==> src/rtl/hkrb_pkg.sv <==
package hkrb_pkg;

  localparam int SLOT_COUNT_DEFAULT = 6;
  localparam int SHOWN_SLOTS = 6;
  localparam int USAGE_W = 8;

  localparam logic [2:0] MODE_KEY_PRESS     = 3'd0;
  localparam logic [2:0] MODE_KEY_RELEASE   = 3'd1;
  localparam logic [2:0] MODE_MEDIA_PRESS   = 3'd2;
  localparam logic [2:0] MODE_MEDIA_RELEASE = 3'd3;
  localparam logic [2:0] MODE_RELEASE_ALL   = 3'd4;

  localparam logic REPORT_KEYBOARD = 1'b0;
  localparam logic REPORT_MEDIA    = 1'b1;

  localparam logic [7:0] USAGE_BASE = 8'd136;
  localparam logic [7:0] MOD_BASE   = 8'd128;
  localparam logic [7:0] SHIFT_MASK = 8'h02;
  localparam logic [7:0] USAGE_MASK = 8'h7F;

  localparam logic [7:0] US_ASCII [128] = '{
    8'h00, 8'h00, 8'h00, 8'h00, 8'h00, 8'h00, 8'h00, 8'h00,
    8'h2a, 8'h2b, 8'h28, 8'h00, 8'h00, 8'h00, 8'h00, 8'h00,
    8'h00, 8'h00, 8'h00, 8'h00, 8'h00, 8'h00, 8'h00, 8'h00,
    8'h00, 8'h00, 8'h00, 8'h00, 8'h00, 8'h00, 8'h00, 8'h00,
    8'h2c, 8'h9e, 8'hb4, 8'ha0, 8'ha1, 8'ha2, 8'ha4, 8'h34,
    8'ha6, 8'ha7, 8'ha5, 8'hae, 8'h36, 8'h2d, 8'h37, 8'h38,
    8'h27, 8'h1e, 8'h1f, 8'h20, 8'h21, 8'h22, 8'h23, 8'h24,
    8'h25, 8'h26, 8'hb3, 8'h33, 8'hb6, 8'h2e, 8'hb7, 8'hb8,
    8'h9f, 8'h84, 8'h85, 8'h86, 8'h87, 8'h88, 8'h89, 8'h8a,
    8'h8b, 8'h8c, 8'h8d, 8'h8e, 8'h8f, 8'h90, 8'h91, 8'h92,
    8'h93, 8'h94, 8'h95, 8'h96, 8'h97, 8'h98, 8'h99, 8'h9a,
    8'h9b, 8'h9c, 8'h9d, 8'h2f, 8'h31, 8'h30, 8'ha3, 8'had,
    8'h35, 8'h04, 8'h05, 8'h06, 8'h07, 8'h08, 8'h09, 8'h0a,
    8'h0b, 8'h0c, 8'h0d, 8'h0e, 8'h0f, 8'h10, 8'h11, 8'h12,
    8'h13, 8'h14, 8'h15, 8'h16, 8'h17, 8'h18, 8'h19, 8'h1a,
    8'h1b, 8'h1c, 8'h1d, 8'haf, 8'hb1, 8'hb0, 8'hb5, 8'h00
  };

  typedef struct packed {
    logic                 valid;
    logic                 rel;
    logic                 held;
    logic                 placed;
    logic [USAGE_W-1:0]   usage;
  } pkt_t;

  typedef struct packed {
    logic                 mapped;
    logic [USAGE_W-1:0]   usage;
    logic [7:0]           mod_mask;
  } xlate_t;

  function automatic xlate_t translate(input logic [7:0] code);
    xlate_t     r;
    logic [7:0] e;
    r.mapped   = 1'b1;
    r.usage    = '0;
    r.mod_mask = '0;
    e = US_ASCII[code[6:0]];
    if (code >= USAGE_BASE) begin
      r.usage = code - USAGE_BASE;
    end else if (code >= MOD_BASE) begin
      r.mod_mask = 8'd1 << code[2:0];
    end else if (e == 8'h00) begin
      r.mapped = 1'b0;
    end else begin
      if (e[7]) begin
        r.mod_mask = SHIFT_MASK;
      end
      r.usage = e & USAGE_MASK;
    end
    return r;
  endfunction

endpackage

==> src/rtl/hkrb_cell.sv <==
module hkrb_cell (
  input  logic                          clk,
  input  logic                          rst,
  input  logic                          clear_all,
  input  hkrb_pkg::pkt_t                pkt_in,
  input  logic [hkrb_pkg::USAGE_W-1:0]  probe,
  output hkrb_pkg::pkt_t                pkt_out,
  output logic                          match,
  output logic [hkrb_pkg::USAGE_W-1:0]  slot
);

  logic hit;
  logic take;

  assign match = (slot == probe);
  assign hit   = (slot == pkt_in.usage);
  assign take  = pkt_in.valid && !pkt_in.rel && !pkt_in.held && !pkt_in.placed
                 && (slot == '0);

  always_ff @(posedge clk) begin
    if (rst || clear_all) begin
      slot <= '0;
    end else if (pkt_in.valid) begin
      if (take) begin
        slot <= pkt_in.usage;
      end else if (pkt_in.rel && hit) begin
        slot <= '0;
      end
    end
  end

  always_ff @(posedge clk) begin
    if (rst) begin
      pkt_out.valid <= 1'b0;
    end else begin
      pkt_out.valid <= pkt_in.valid;
    end
    pkt_out.rel    <= pkt_in.rel;
    pkt_out.held   <= pkt_in.held;
    pkt_out.placed <= pkt_in.placed || take;
    pkt_out.usage  <= pkt_in.usage;
  end

endmodule

==> src/rtl/hid_keyboard_report_builder_core.sv <==
// Builds boot keyboard reports (modifier byte and up to six key slots) and a
// 16-bit media report from key, media and release-all events. The key slots
// live in a chain of SLOT_COUNT cells, and a press or release of a nonzero
// usage travels down that chain one cell per cycle. Such an item passes the
// launch state, the cells and the emit state, and its report is then loaded
// into the output register; the next item is taken once the block is idle
// again. Modifier-only keys and media events go straight to the emit state.
// Release all emits a keyboard report and then a media report. Input items
// are taken only while no event is in flight, but a finished report may wait
// in the output register while the next item is accepted. Reports are only
// produced while host_connected is set; the state is updated either way.
module hid_keyboard_report_builder_core #(
  parameter int SLOT_COUNT = hkrb_pkg::SLOT_COUNT_DEFAULT
) (
  input  logic        clk,
  input  logic        rst,
  input  logic        s_axis_tvalid,
  output logic        s_axis_tready,
  input  logic [31:0] s_axis_tdata,  // key_code[7:0], media_bits[23:8], host_connected[24]
  input  logic [2:0]  s_axis_tuser,  // mode[2:0]
  output logic        m_axis_tvalid,
  input  logic        m_axis_tready,
  output logic [71:0] m_axis_tdata,  // modifier_bits[7:0], slot_zero..slot_five[55:8],
                                     // media_state[71:56]
  output logic        m_axis_tuser,  // report_kind
  output logic        m_axis_tlast   // last
);

  localparam logic [1:0] S_IDLE   = 2'd0;
  localparam logic [1:0] S_LAUNCH = 2'd1;
  localparam logic [1:0] S_WALK   = 2'd2;
  localparam logic [1:0] S_EMIT   = 2'd3;

  localparam int UW = hkrb_pkg::USAGE_W;

  logic [1:0]            state;
  logic [7:0]            mods;
  logic [15:0]           media;
  logic [UW-1:0]         pend_usage;
  logic                  pend_rel;
  logic                  pend_up;
  logic                  emit_kind;
  logic                  emit_last;
  logic                  clear_all;

  logic [7:0]            in_code;
  logic [15:0]           in_media;
  logic                  in_up;
  logic [2:0]            in_mode;
  logic                  accept;
  hkrb_pkg::xlate_t      tr;

  hkrb_pkg::pkt_t        chain [SLOT_COUNT+1];
  logic [SLOT_COUNT-1:0] match;
  logic [UW-1:0]         slot_vals [SLOT_COUNT];
  logic [UW-1:0]         shown [hkrb_pkg::SHOWN_SLOTS];
  logic                  out_load;

  assign in_code  = s_axis_tdata[7:0];
  assign in_media = s_axis_tdata[23:8];
  assign in_up    = s_axis_tdata[24];
  assign in_mode  = s_axis_tuser;
  assign tr       = hkrb_pkg::translate(in_code);

  assign s_axis_tready = (state == S_IDLE);
  assign accept        = s_axis_tvalid && s_axis_tready;
  assign clear_all     = accept && (in_mode == hkrb_pkg::MODE_RELEASE_ALL);
  assign out_load      = (state == S_EMIT) && (!m_axis_tvalid || m_axis_tready);

  assign chain[0].valid  = (state == S_LAUNCH);
  assign chain[0].rel    = pend_rel;
  assign chain[0].held   = |match;
  assign chain[0].placed = 1'b0;
  assign chain[0].usage  = pend_usage;

  for (genvar gi = 0; gi < SLOT_COUNT; gi++) begin : g_cell
    hkrb_cell u_cell (
      .clk       (clk),
      .rst       (rst),
      .clear_all (clear_all),
      .pkt_in    (chain[gi]),
      .probe     (pend_usage),
      .pkt_out   (chain[gi+1]),
      .match     (match[gi]),
      .slot      (slot_vals[gi])
    );
  end

  for (genvar gs = 0; gs < hkrb_pkg::SHOWN_SLOTS; gs++) begin : g_shown
    if (gs < SLOT_COUNT) begin : g_real
      assign shown[gs] = slot_vals[gs];
    end else begin : g_zero
      assign shown[gs] = '0;
    end
  end

  always_ff @(posedge clk) begin
    if (rst) begin
      state     <= S_IDLE;
      mods      <= '0;
      media     <= '0;
      emit_kind <= hkrb_pkg::REPORT_KEYBOARD;
      emit_last <= 1'b1;
    end else begin
      unique case (state)
        S_IDLE: begin
          if (accept) begin
            pend_up <= in_up;
            case (in_mode) inside
              hkrb_pkg::MODE_KEY_PRESS, hkrb_pkg::MODE_KEY_RELEASE: begin
                if (tr.mapped) begin
                  pend_usage <= tr.usage;
                  pend_rel   <= (in_mode == hkrb_pkg::MODE_KEY_RELEASE);
                  if (in_mode == hkrb_pkg::MODE_KEY_RELEASE) begin
                    mods <= mods & ~tr.mod_mask;
                  end else begin
                    mods <= mods | tr.mod_mask;
                  end
                  if (tr.usage != '0) begin
                    state <= S_LAUNCH;
                  end else if (in_up) begin
                    emit_kind <= hkrb_pkg::REPORT_KEYBOARD;
                    emit_last <= 1'b1;
                    state     <= S_EMIT;
                  end
                end
              end
              hkrb_pkg::MODE_MEDIA_PRESS, hkrb_pkg::MODE_MEDIA_RELEASE: begin
                if (in_mode == hkrb_pkg::MODE_MEDIA_PRESS) begin
                  media <= media | in_media;
                end else begin
                  media <= media & ~in_media;
                end
                if (in_up) begin
                  emit_kind <= hkrb_pkg::REPORT_MEDIA;
                  emit_last <= 1'b1;
                  state     <= S_EMIT;
                end
              end
              hkrb_pkg::MODE_RELEASE_ALL: begin
                mods  <= '0;
                media <= '0;
                if (in_up) begin
                  emit_kind <= hkrb_pkg::REPORT_KEYBOARD;
                  emit_last <= 1'b0;
                  state     <= S_EMIT;
                end
              end
              default: begin
              end
            endcase
          end
        end
        S_LAUNCH: begin
          state <= S_WALK;
        end
        S_WALK: begin
          if (chain[SLOT_COUNT].valid) begin
            if (pend_up && (chain[SLOT_COUNT].rel || chain[SLOT_COUNT].held
                            || chain[SLOT_COUNT].placed)) begin
              emit_kind <= hkrb_pkg::REPORT_KEYBOARD;
              emit_last <= 1'b1;
              state     <= S_EMIT;
            end else begin
              state <= S_IDLE;
            end
          end
        end
        S_EMIT: begin
          if (out_load) begin
            if (emit_last) begin
              state <= S_IDLE;
            end else begin
              emit_kind <= hkrb_pkg::REPORT_MEDIA;
              emit_last <= 1'b1;
            end
          end
        end
        default: begin
          state <= S_IDLE;
        end
      endcase
    end
  end

  always_ff @(posedge clk) begin
    if (rst) begin
      m_axis_tvalid <= 1'b0;
    end else if (out_load) begin
      m_axis_tvalid <= 1'b1;
    end else if (m_axis_tready) begin
      m_axis_tvalid <= 1'b0;
    end
  end

  always_ff @(posedge clk) begin
    if (out_load) begin
      m_axis_tdata <= {media, shown[5], shown[4], shown[3], shown[2], shown[1], shown[0],
                       mods};
      m_axis_tuser <= emit_kind;
      m_axis_tlast <= emit_last;
    end
  end

endmodule

==> config.mk <==
export PLATFORM = sky130hd
export DESIGN_NAME = hid_keyboard_report_builder_core
export DESIGN_NICKNAME = d
export VERILOG_FILES = /design/src/rtl/hkrb_pkg.sv /design/src/rtl/hkrb_cell.sv /design/src/rtl/hid_keyboard_report_builder_core.sv
export SDC_FILE = /design/constraint.sdc
export NUM_CORES = 1
export LEC_CHECK = 0
export BUFFER_PORTS_ARGS = -buffer_cell sky130_fd_sc_hd__buf_2
export CORE_MARGIN = 2
export CORE_UTILIZATION = 30
export CTS_BUF_LIST = sky130_fd_sc_hd__clkbuf_16
export CTS_CLUSTER_DIAMETER = 50
export DETAILED_ROUTE_END_ITERATION = 10
export GPL_TIMING_DRIVEN = 1
export PLACE_DENSITY_LB_ADDON = 0.25
export SYNTH_ARGS = -nofsm -noshare
export SYNTH_HDL_FRONTEND = slang
export SYNTH_HIERARCHICAL = 1
export SYNTH_SLANG_ARGS = --single-unit
==> constraint.sdc <==
create_clock -name clk -period 6 [get_ports clk]
set_input_delay 0.9 -clock clk [delete_from_list [all_inputs] [get_ports clk]]
set_output_delay 0.9 -clock clk [all_outputs]
set_load 0.05 [all_outputs]
==> results.md, run 1 <==
* Setup TNS at 0 ns
* Vias in the first global route at 7026
* Post-route cell area at 0.0120 mm2
* Layout Skew at 0.00953 ns
* Netlist Area Pre-Place at 0.0101 mm2
* Max Clock Freq at 273 MHz
* Setup violators final at 0
* Layout cells sized above 1 at 0.207
* GRT Total Usage at 0.140
* IO Count at 115
* Remaining DRCs at 0
* Comb pwr share at 0.077
* Max H-tree Level at 1
* Dpl hpwl at 17300 um
* DR WL/cell at 17.1 um
* Grt ovf at 0
* Vias per cell at approximately 5
* GPL Wtd Cong at 0.827
* Detailed Route Iter0 Violations at 453
* Status: finished, final reports clean
* Max_slew headroom at 0.314
* Leakage dissipation at 4.11 nW
* WL final at about 25000 um
* CTS max path bufs at 3
* Synth warn at 6
* Power Dens Cells at around 300 mW/mm2
* Dpl cell area at 0.0111 mm2
* Reg area at ~0.0053 mm2
* Port Buffers at 107
* Cts hold-fix bufs at 0
* Clk slew on worst S/H paths at 0.06 ns
* MaxCap Viol Count at 0
* Crit Path Category: input port to register
* Final ANT Viol Nets at 0
* Area of the multi-input gates at about 0.0045 mm2
* Core area at between 0.03 and 0.04 mm2
* CP Capture Type: register
* Syn_area_per_cell at 11.3 um2
* Clock power share at 0.459
* Die X at between 150 and 200 um
* Largest net degree at the start of global routing at 47
* Peak VDD IR at about 200 uV
* Full die area at 0.0352 mm2
* CTS resizes at 0
* Final Hold Fails at 0
* CTS tree: built
* Period utilization at 0.610
* Layout Nets at 1055
* First-pass DRT Iterations at 5
* Arr. time, crit path at a little over 4 ns
* Worst-margin pin slew at 1.03 ns
* Post-layout util at 0.361
* Syn Inst Count at around 900
* Worst skew pair latency at around 0.54 ns
* Psw at 892 uW
* Critical path startpoint category: input port
* Worst EP required at 6.40 ns
* RSZ-0062 raised after global routing: no
* Root Driver: clkbuf_16
* Hold Crit Class: register to register
* P_int at ~2.7 mW
* First-pass GRT wire length at 40000 um
* Initial Util at 0.303
* Final min period at ~3.7 ns
* Row cnt at 67
* Critical path peak fanout at 11
* Area grow syn2layout at 18.8%
* Vias at 7399
* Filler instances at roughly 3.4k
* Sw frac at 0.248
* N_diodes at 0
* Post-CTS Setup Bufs at 0
* Die Y at around 190 um
* CTS buffer count at 30
* Initial antenna violation count at 0
* Slew Viols, Final at 0
* CTS sink cnt at 225
* Seq pwr share at 0.463
-- worst paths after layout --
path | from | end | slack [ns] | depth (start not counted)
max reg2reg | state[1] | m_axis_tdata[7] | 3.27 | 3
min | g_cell[0].u_cell/pkt_out[4] | g_cell[1].u_cell/pkt_out[4] | 0.38 | 0
min reg2reg | g_cell[0].u_cell/pkt_out[4] | g_cell[1].u_cell/pkt_out[4] | 0.38 | 0
max | s_axis_tdata[0] | mods[7] | 2.34 | 11
-- worst max-delay path, stage by stage --
cell	delay, ns
buf_2	0.21
inv_1	0.21
ha_1	0.40
or3b_1	0.42
a311oi_1	0.27
o311ai_1	0.14
a221o_1	0.39
nor4b_4	0.54
nor3_1	0.26
a31oi_1	0.22
o31ai_1	0.09
-- layout make-up --
type | instances | area share
flip-flops and latches | 225 | 0.444
multi-input cells | 614 | 0.375
clock buffers | 31 | 0.0645
repair buffers | 113 | 0.0483
well taps | 448 | 0.0466
clock inverters | 25 | 0.0145
inverters | 22 | 0.00686
-- stage by stage --
step,power (mW),cells,hold slack (ns),worst slack [ns]
detailed placement,1.98,1422,0.378,1.86
global placement,1.98,1422,0.380,1.85
floorplan,1.90,896,0.364,0.979
CTS,3.66,1478,0.386,2.42
finish,3.60,1478,0.384,2.34
global route,3.75,1478,0.396,2.14
-- cell usage in the layout (no fill, tap or decap), types with 13 or more instances in the layout --
| cell | instances |
|---|---|
| nor2b_1 | 14 |
| nand2_1 | 67 |
| nor2_1 | 44 |
| o21ai_1 | 45 |
| edfxtp_1 | 84 |
| dfxtp_1 | 141 |
| nand4_1 | 16 |
| nor3_1 | 13 |
| a31oi_1 | 13 |
| a22oi_1 | 58 |
| inv_1 | 31 |
| clkbuf_16 | 31 |
| xnor2_1 | 97 |
| a21oi_1 | 18 |
| o21ai_0 | 27 |
| buf_2 | 107 |
-- sequential cells by signal, summed over array words and instances, names as in the netlist --
signal / cells
m_axis_tdata: 72
g_cell.u_cell/pkt_out: 64
g_cell.u_cell/slot: 48
media: 16
mods: 8
pend_usage: 8
state: 2
emit_kind: 1
emit_last: 1
m_axis_tlast: 1
m_axis_tuser: 1
m_axis_tvalid: 1
pend_rel: 1
pend_up: 1
-- routing by layer --
layer,track usage,vias to the layer above,part of all wire
li1,-,3643,-
met1,0.195,3528,0.47
met2,0.218,185,0.45
met3,0.0339,43,0.059
met4,0.0373,0,0.023
met5,0,-,0
-- power by group through the flow --
| stage | clock network (mW) | logic (mW) | registers, mW |
|---|---|---|---|
| 3_3_place_gp | 0 | 0.276 | 1.70 |
| 4_1_cts | 1.71 | 0.279 | 1.67 |
| 2_1_floorplan | 0 | 0.202 | 1.69 |
| 6_report | 1.65 | 0.279 | 1.67 |
| 5_1_grt | 1.77 | 0.308 | 1.67 |
| 3_5_place_dp | 0 | 0.278 | 1.70 |
Note: power is estimated with default switching activity, not from simulation.
==> run 2, diff against run 1 <==
- clock period: 6 -> 2.95 ns (I/O delays scaled with it)
==> run 2 against run 1 <==
Critical endpoint is now mods[1]. Highest routed layer unchanged. Sequential power is 100% higher. Count of clock-buffer cells in the layout is 3 lower. Register-to-register slack worse by 3.0 ns. Largest cell class unchanged.
==> results.md, run 2 (synthesized netlist as in run 1, its figures left out) <==
* Dpl cell area at 0.0117 mm2 (+5.8%)
* CTS tree: built
* Post-route cell area at 0.0126 mm2 (+4.7%)
* Vias at 7670 (+3.7%)
* Crit-path cells: buf_2 > inv_1 > ha_1 > o221a_1 > o21ai_0 > a221o_1 > nor4b_4 > buf_4 > a2111oi_4 > o21ai_1 > a32o_1
* First-pass DRT Iterations at 7 (+2)
* Die Y at 188 um (unchanged)
* CTS sink cnt at 225 (unchanged)
* Die X at 188 um (unchanged)
* Power Dens Cells at 572 mW/mm2 (+91%)
* Max reg flops at 72 (unchanged)
* Buf/Inv on CP at 3 (+1)
* Cts hold-fix bufs at 0 (unchanged)
* N_diodes at 0 (unchanged)
* Max Clock Freq at 376 MHz
* Row cnt at 67 (unchanged)
* Critical path peak fanout at 9 (-2)
* Most common cell after layout, fill and taps aside: dfxtp_1
* RSZ-0062 raised after global routing: no
* Core area at 0.0334 mm2 (unchanged)
* IO Count at 115 (unchanged)
* DR WL/cell at 17.0 um (-0.58%)
* Worst skew pair latency at 0.54 ns (about the same)
* Period utilization at 0.902
* Peak VDD IR at 423 uV (+110%)
* Status: finished, final reports clean
* Met2 wire len at 11500 um (+0.84%)
* Met3 WL at 1500 um (+0.67%)
* Crit-path leading delay family: compound AO/OA/AOI/OAI gates
* R2R Path Start: pend_usage[0]
* Detailed Route Iter0 Violations at 475 (+4.9%)
* Final Hold Fails at 0 (unchanged)
* Post-layout util at 0.378 (+0.0170)
* WL met1 at 12500 um (+6.0%)
* Grt ovf at 0 (unchanged)
* Worst stage delay on the critical path at 0.56 ns (+0.02 ns)
* Arr. time, crit path at 3.09 ns (-0.97 ns)
* Vias in the first global route at 7586 (+8.0%)
* CP Capture Type: register
* CTS max path bufs at 3 (unchanged)
* Worst-margin pin slew at 0.906 ns (-0.123 ns)
* Remaining DRCs at 0 (unchanged)
* Root Driver: clkbuf_16
* MaxCap Viol Count at 0 (unchanged)
* Max H-tree Level at 1 (unchanged)
* Slew Viols, Final at 0 (unchanged)
* Area grow syn2layout at 24.4%
* Biggest registers after layout: m_axis_tdata x72, g_cell.u_cell/pkt_out x64, g_cell.u_cell/slot x48
* Dpl hpwl at 19000 um (+9.6%)
* CP max stage cell: a2111oi_4
* Final ANT Viol Nets at 0 (unchanged)
* Final min period at 2.66 ns
* CTS buffer count at 27 (-10%)
* Worst EP required at 3.38 ns (-3.02 ns)
* Largest net degree at the start of global routing at 49 (+4.3%)
* DR top layer: met4
* Max_slew headroom at 0.391 (+0.0772)
* Critical path startpoint category: input port
* Layout Skew at 0.0105 ns (+0.000966 ns)
* Vias per cell at 4.95 (-1.2%)
* Layout cells sized above 1 at 0.263 (+0.0561)
* Clk slew on worst S/H paths at 0.06 ns (about the same)
* GPL Wtd Cong at 0.837 (+1.2%)
* GRT Total Usage at 0.148 (+0.00752)
* WL final at 26300 um (+4.3%)
* Port Buffers at 107 (unchanged)
* Leakage dissipation at 4.44 nW (+8.1%)
* First-pass GRT wire length at 42300 um (+5.7%)
* Initial Util at 0.303 (unchanged)
* Crit Path Category: input port to register
* Largest Register: m_axis_tdata
* CP startpoint: s_axis_tdata[0]
* Setup violators final at 0 (unchanged)
* Initial antenna violation count at 0 (unchanged)
* Hold_sp: s_axis_tdata[23]
* Commonest non-fill, non-tap cells in the layout: 141 x dfxtp_1, 107 x buf_2, 97 x xnor2_1
* Hold Crit Class: input port to register
* Full die area at 0.0352 mm2 (unchanged)
* Layout Nets at 1131 (+7.2%)
-- run 2: changes by cell type in the layout (fill, tap and decap cells not counted), moves of 3 or more --
cell / previous run / this run
clkinv_4: 4 / 1
clkinvlp_4: 0 / 3
clkinv_2: 3 / 0
clkbuf_16: 31 / 28
buf_4: 6 / 83
-- run 2: final cells by class --
class / count / area (um2)
Fill cell: 3376 / 20800
Sequential cell: 225 / 5350
Multi-Input combinational cell: 614 / 4540
Timing Repair Buffer: 192 / 1200
Clock buffer: 28 / 701
Tap cell: 448 / 561
Clock inverter: 22 / 169
Inverter: 22 / 82.6
-- run 2: what timing repair did --
action / CTS / global route
setup endpoints to repair: 0 / 1
buffers inserted: 0 / 0
resized for setup: 0 / 1
-- run 2: per-layer routing --
layer / global-route usage / up-vias
li1: - / 3790
met1: 0.204 / 3606
met4: 0.0478 / 0
met3: 0.0305 / 57
met2: 0.231 / 217
met5: 0 / -
-- run 2: worst register-to-register path: cells and delay by family (launching register included) --
family	cells	cell delay [ns]
AND/OR/NAND/NOR	6	1.42
flip-flops	1	0.67
AO/OA/AOI/OAI	2	0.27
XOR/XNOR	1	0.23
-- run 2: power by group --
part           switching, mW  internal (mW)
registers              0.105           3.28
logic                  0.377          0.297
clock network           1.32           1.83
-- run 2: worst paths after layout --
kind / slack, ns / cells after the start / endpoint
max: 0.29 / 11 / mods[1]
min: 0.16 / 3 / media[15]
max reg2reg: 0.29 / 9 / g_cell[0].u_cell/slot[4]
min reg2reg: 0.39 / 0 / g_cell[1].u_cell/pkt_out[0]
-- run 2: metrics by stage --
| step | worst slack, ns | setup TNS [ns] | std cells | total power [mW] | hold WS, ns |
|---|---|---|---|---|---|
| finish | 0.290 | 0 | 1551 | 7.21 | 0.160 |
| global route | 0.0656 | 0 | 1551 | 7.51 | 0.175 |
| CTS | 0.242 | 0 | 1551 | 7.31 | 0.147 |
| detailed placement | -0.275 | -4.43 | 1501 | 4.12 | 0.382 |
| global placement | -0.249 | -3.81 | 1501 | 4.12 | 0.381 |
| floorplan | -0.203 | -8.51 | 896 | 3.86 | 0.364 |
==> run 3, diff against run 2 <==
- CORE_ASPECT_RATIO: not set -> 1.2
- MAX_ROUTING_LAYER: not set -> met4
==> run 3 against run 2 <==
Final area is 0.54% lower. Largest power group unchanged. Largest cell class unchanged. Critical path type is now register to register. First-iteration DRC count is 8.4% higher. Maximum frequency is 0.95% higher.
==> results.md, run 3 (synthesized netlist as in run 1, its figures left out) <==
* Status: finished, final reports clean
* WL final at 26400 um (+0.43%)
* Reg area at 0.00535 mm2 (unchanged)
* RSZ-0062 raised after global routing: no
* Root Driver: clkbuf_16
* Setup TNS at 0 ns (unchanged)
* Remaining DRCs at 0 (unchanged)
* CTS buffer count at 27 (unchanged)
* Setup violators final at 0 (unchanged)
* Reg-to-reg slack, setup at 0.32 ns (+0.03 ns)
* Row cnt at 73 (+9.0%)
* Total power at 7.17 mW (-0.63%)
* Worst-margin pin slew at 0.898 ns (-0.00776 ns)
* Reg2reg end: g_cell[0].u_cell/slot[4]
* Port Buffers at 107 (unchanged)
* Critical path startpoint category: register
* MaxCap Viol Count at 0 (unchanged)
* IO Count at 115 (unchanged)
* CTS max path bufs at 3 (unchanged)
* Cts hold-fix bufs at 0 (unchanged)
* First-pass DRT Iterations at 6 (-1)
* CP Capture Type: register
* Filler instances at 3284 (-2.7%)
* CP startpoint: pend_usage[0]
* Worst reg2reg path depth at 9 (unchanged)
* Detailed Route Iter0 Violations at 515 (+8.4%)
* Die Y at 205 um (+9.3%)
* Hold Crit Class: input port to register
* First-pass GRT wire length at 41800 um (-1.1%)
* Area of the multi-input gates at 0.00454 mm2 (about the same)
* Worst EP required at 3.41 ns (+0.03 ns)
* Power Dens Cells at 572 mW/mm2 (about the same)
* Vias at 7642 (-0.37%)
* Full die area at 0.0352 mm2 (about the same)
* Final ANT Viol Nets at 0 (unchanged)
* Core area at 0.0332 mm2 (-0.63%)
* Max reg flops at 72 (unchanged)
* Post-CTS Setup Bufs at 0 (unchanged)
* Largest Register: m_axis_tdata
* Slew Viols, Final at 0 (unchanged)
* Max H-tree Level at 1 (unchanged)
* CTS resizes at 0 (unchanged)
* CTS sink cnt at 225 (unchanged)
* Final min period at 2.63 ns (-0.0251 ns)
* Die X at 172 um (-8.5%)
* Vias in the first global route at 7517 (-0.91%)
* Dpl hpwl at 19400 um (+2.1%)
* Layout cells sized above 1 at 0.259 (-0.00352)
* Area grow syn2layout at 23.7%
* Crit Path Category: register to register
* Final Hold Fails at 0 (unchanged)
* Max_slew headroom at 0.397 (+0.00521)
* R2R Path Start: pend_usage[0]
* Critical path peak fanout at 9 (unchanged)
* Max Clock Freq at 380 MHz (+0.95%)
* DR WL/cell at 17.1 um (+1.0%)
* Clk slew on worst S/H paths at 0.06 ns (about the same)
* Arr. time, crit path at 3.10 ns (about the same)
* Most common cell after layout, fill and taps aside: dfxtp_1
* Initial antenna violation count at 1 (+1)
* Leakage dissipation at 4.40 nW (-1.0%)
* Crit path to: g_cell[0].u_cell/slot[4]
* Period utilization at 0.893 (-0.00851)
* Layout Skew at 0.0212 ns (+0.0107 ns)
* Layout Nets at 1119 (-1.1%)
* CTS tree: built
* Biggest registers after layout: m_axis_tdata x72, g_cell.u_cell/pkt_out x64, g_cell.u_cell/slot x48
* GRT Total Usage at 0.154 (+0.00671)
* Initial Util at 0.305 (+0.00191)
* GPL Wtd Cong at 0.869 (+3.8%)
* Commonest non-fill, non-tap cells in the layout: 141 x dfxtp_1, 107 x buf_2, 97 x xnor2_1
* Grt ovf at 0 (unchanged)
* Peak VDD IR at 427 uV (+1.0%)
* Largest net degree at the start of global routing at 41 (-16%)
* Vias per cell at 4.96 (+0.22%)
* Worst skew pair latency at 0.53 ns (about the same)
run 3: how the worst min path moves through the flow:
| stage | from | to | slack, ns | cells after the start |
|---|---|---|---|---|
| 6_report | s_axis_tdata[23] | media[15] | 0.18 | 3 |
| 5_1_grt | s_axis_tdata[21] | media[13] | 0.18 | 3 |
| 4_1_cts | s_axis_tdata[23] | media[15] | 0.15 | 3 |
| 3_5_place_dp | g_cell[1].u_cell/pkt_out[6] | g_cell[2].u_cell/pkt_out[6] | 0.38 | 0 |
| 3_3_place_gp | g_cell[1].u_cell/pkt_out[6] | g_cell[2].u_cell/pkt_out[6] | 0.38 | 0 |
| 2_1_floorplan | g_cell[0].u_cell/pkt_out[6] | g_cell[1].u_cell/pkt_out[6] | 0.36 | 0 |
run 3: layout make-up:
cell class	count	area share
flip-flops and latches	225	0.427
clock inverters	21	0.0106
repair buffers	180	0.0905
well taps	450	0.0449
diodes	1	0.000200
clock buffers	29	0.0579
multi-input cells	614	0.363
inverters	22	0.00659
run 3: critical path, cell delays in order, from the launching register on:
cell	delay, ns
edfxtp_1	0.66
xnor2_1	0.22
nand4_1	0.11
nor2_1	0.06
nor4_1	0.41
nand2_1	0.18
nor4_4	0.23
and4_1	0.41
a22oi_1	0.14
o21ai_1	0.13
run 3: routing by layer:
layer  share of wire  track usage  vias to the layer above
met5               0            -                        -
li1                -            -                     3755
met2            0.48        0.251                      197
met1            0.45        0.198                     3641
met4           0.032       0.0484                        0
met3           0.045       0.0227                       49
run 3: where the power goes:
group	switching [mW]	internal, mW	total, mW	leakage (nW)
registers	0.101	3.28	3.38	1.95
clock network	1.31	1.80	3.11	0.448
logic	0.377	0.294	0.671	2.00
run 3: stage by stage:
step	setup WS [ns]	std cells	area, um2	utilization	hold slack, ns
2_1_floorplan	-0.203	896	10200	-	0.364
3_3_place_gp	-0.248	1491	11700	0.352	0.378
3_5_place_dp	-0.265	1491	11700	0.352	0.379
4_1_cts	0.268	1541	12500	0.378	0.152
5_1_grt	0.132	1542	12500	0.378	0.184
6_report	0.315	1542	12500	0.378	0.176
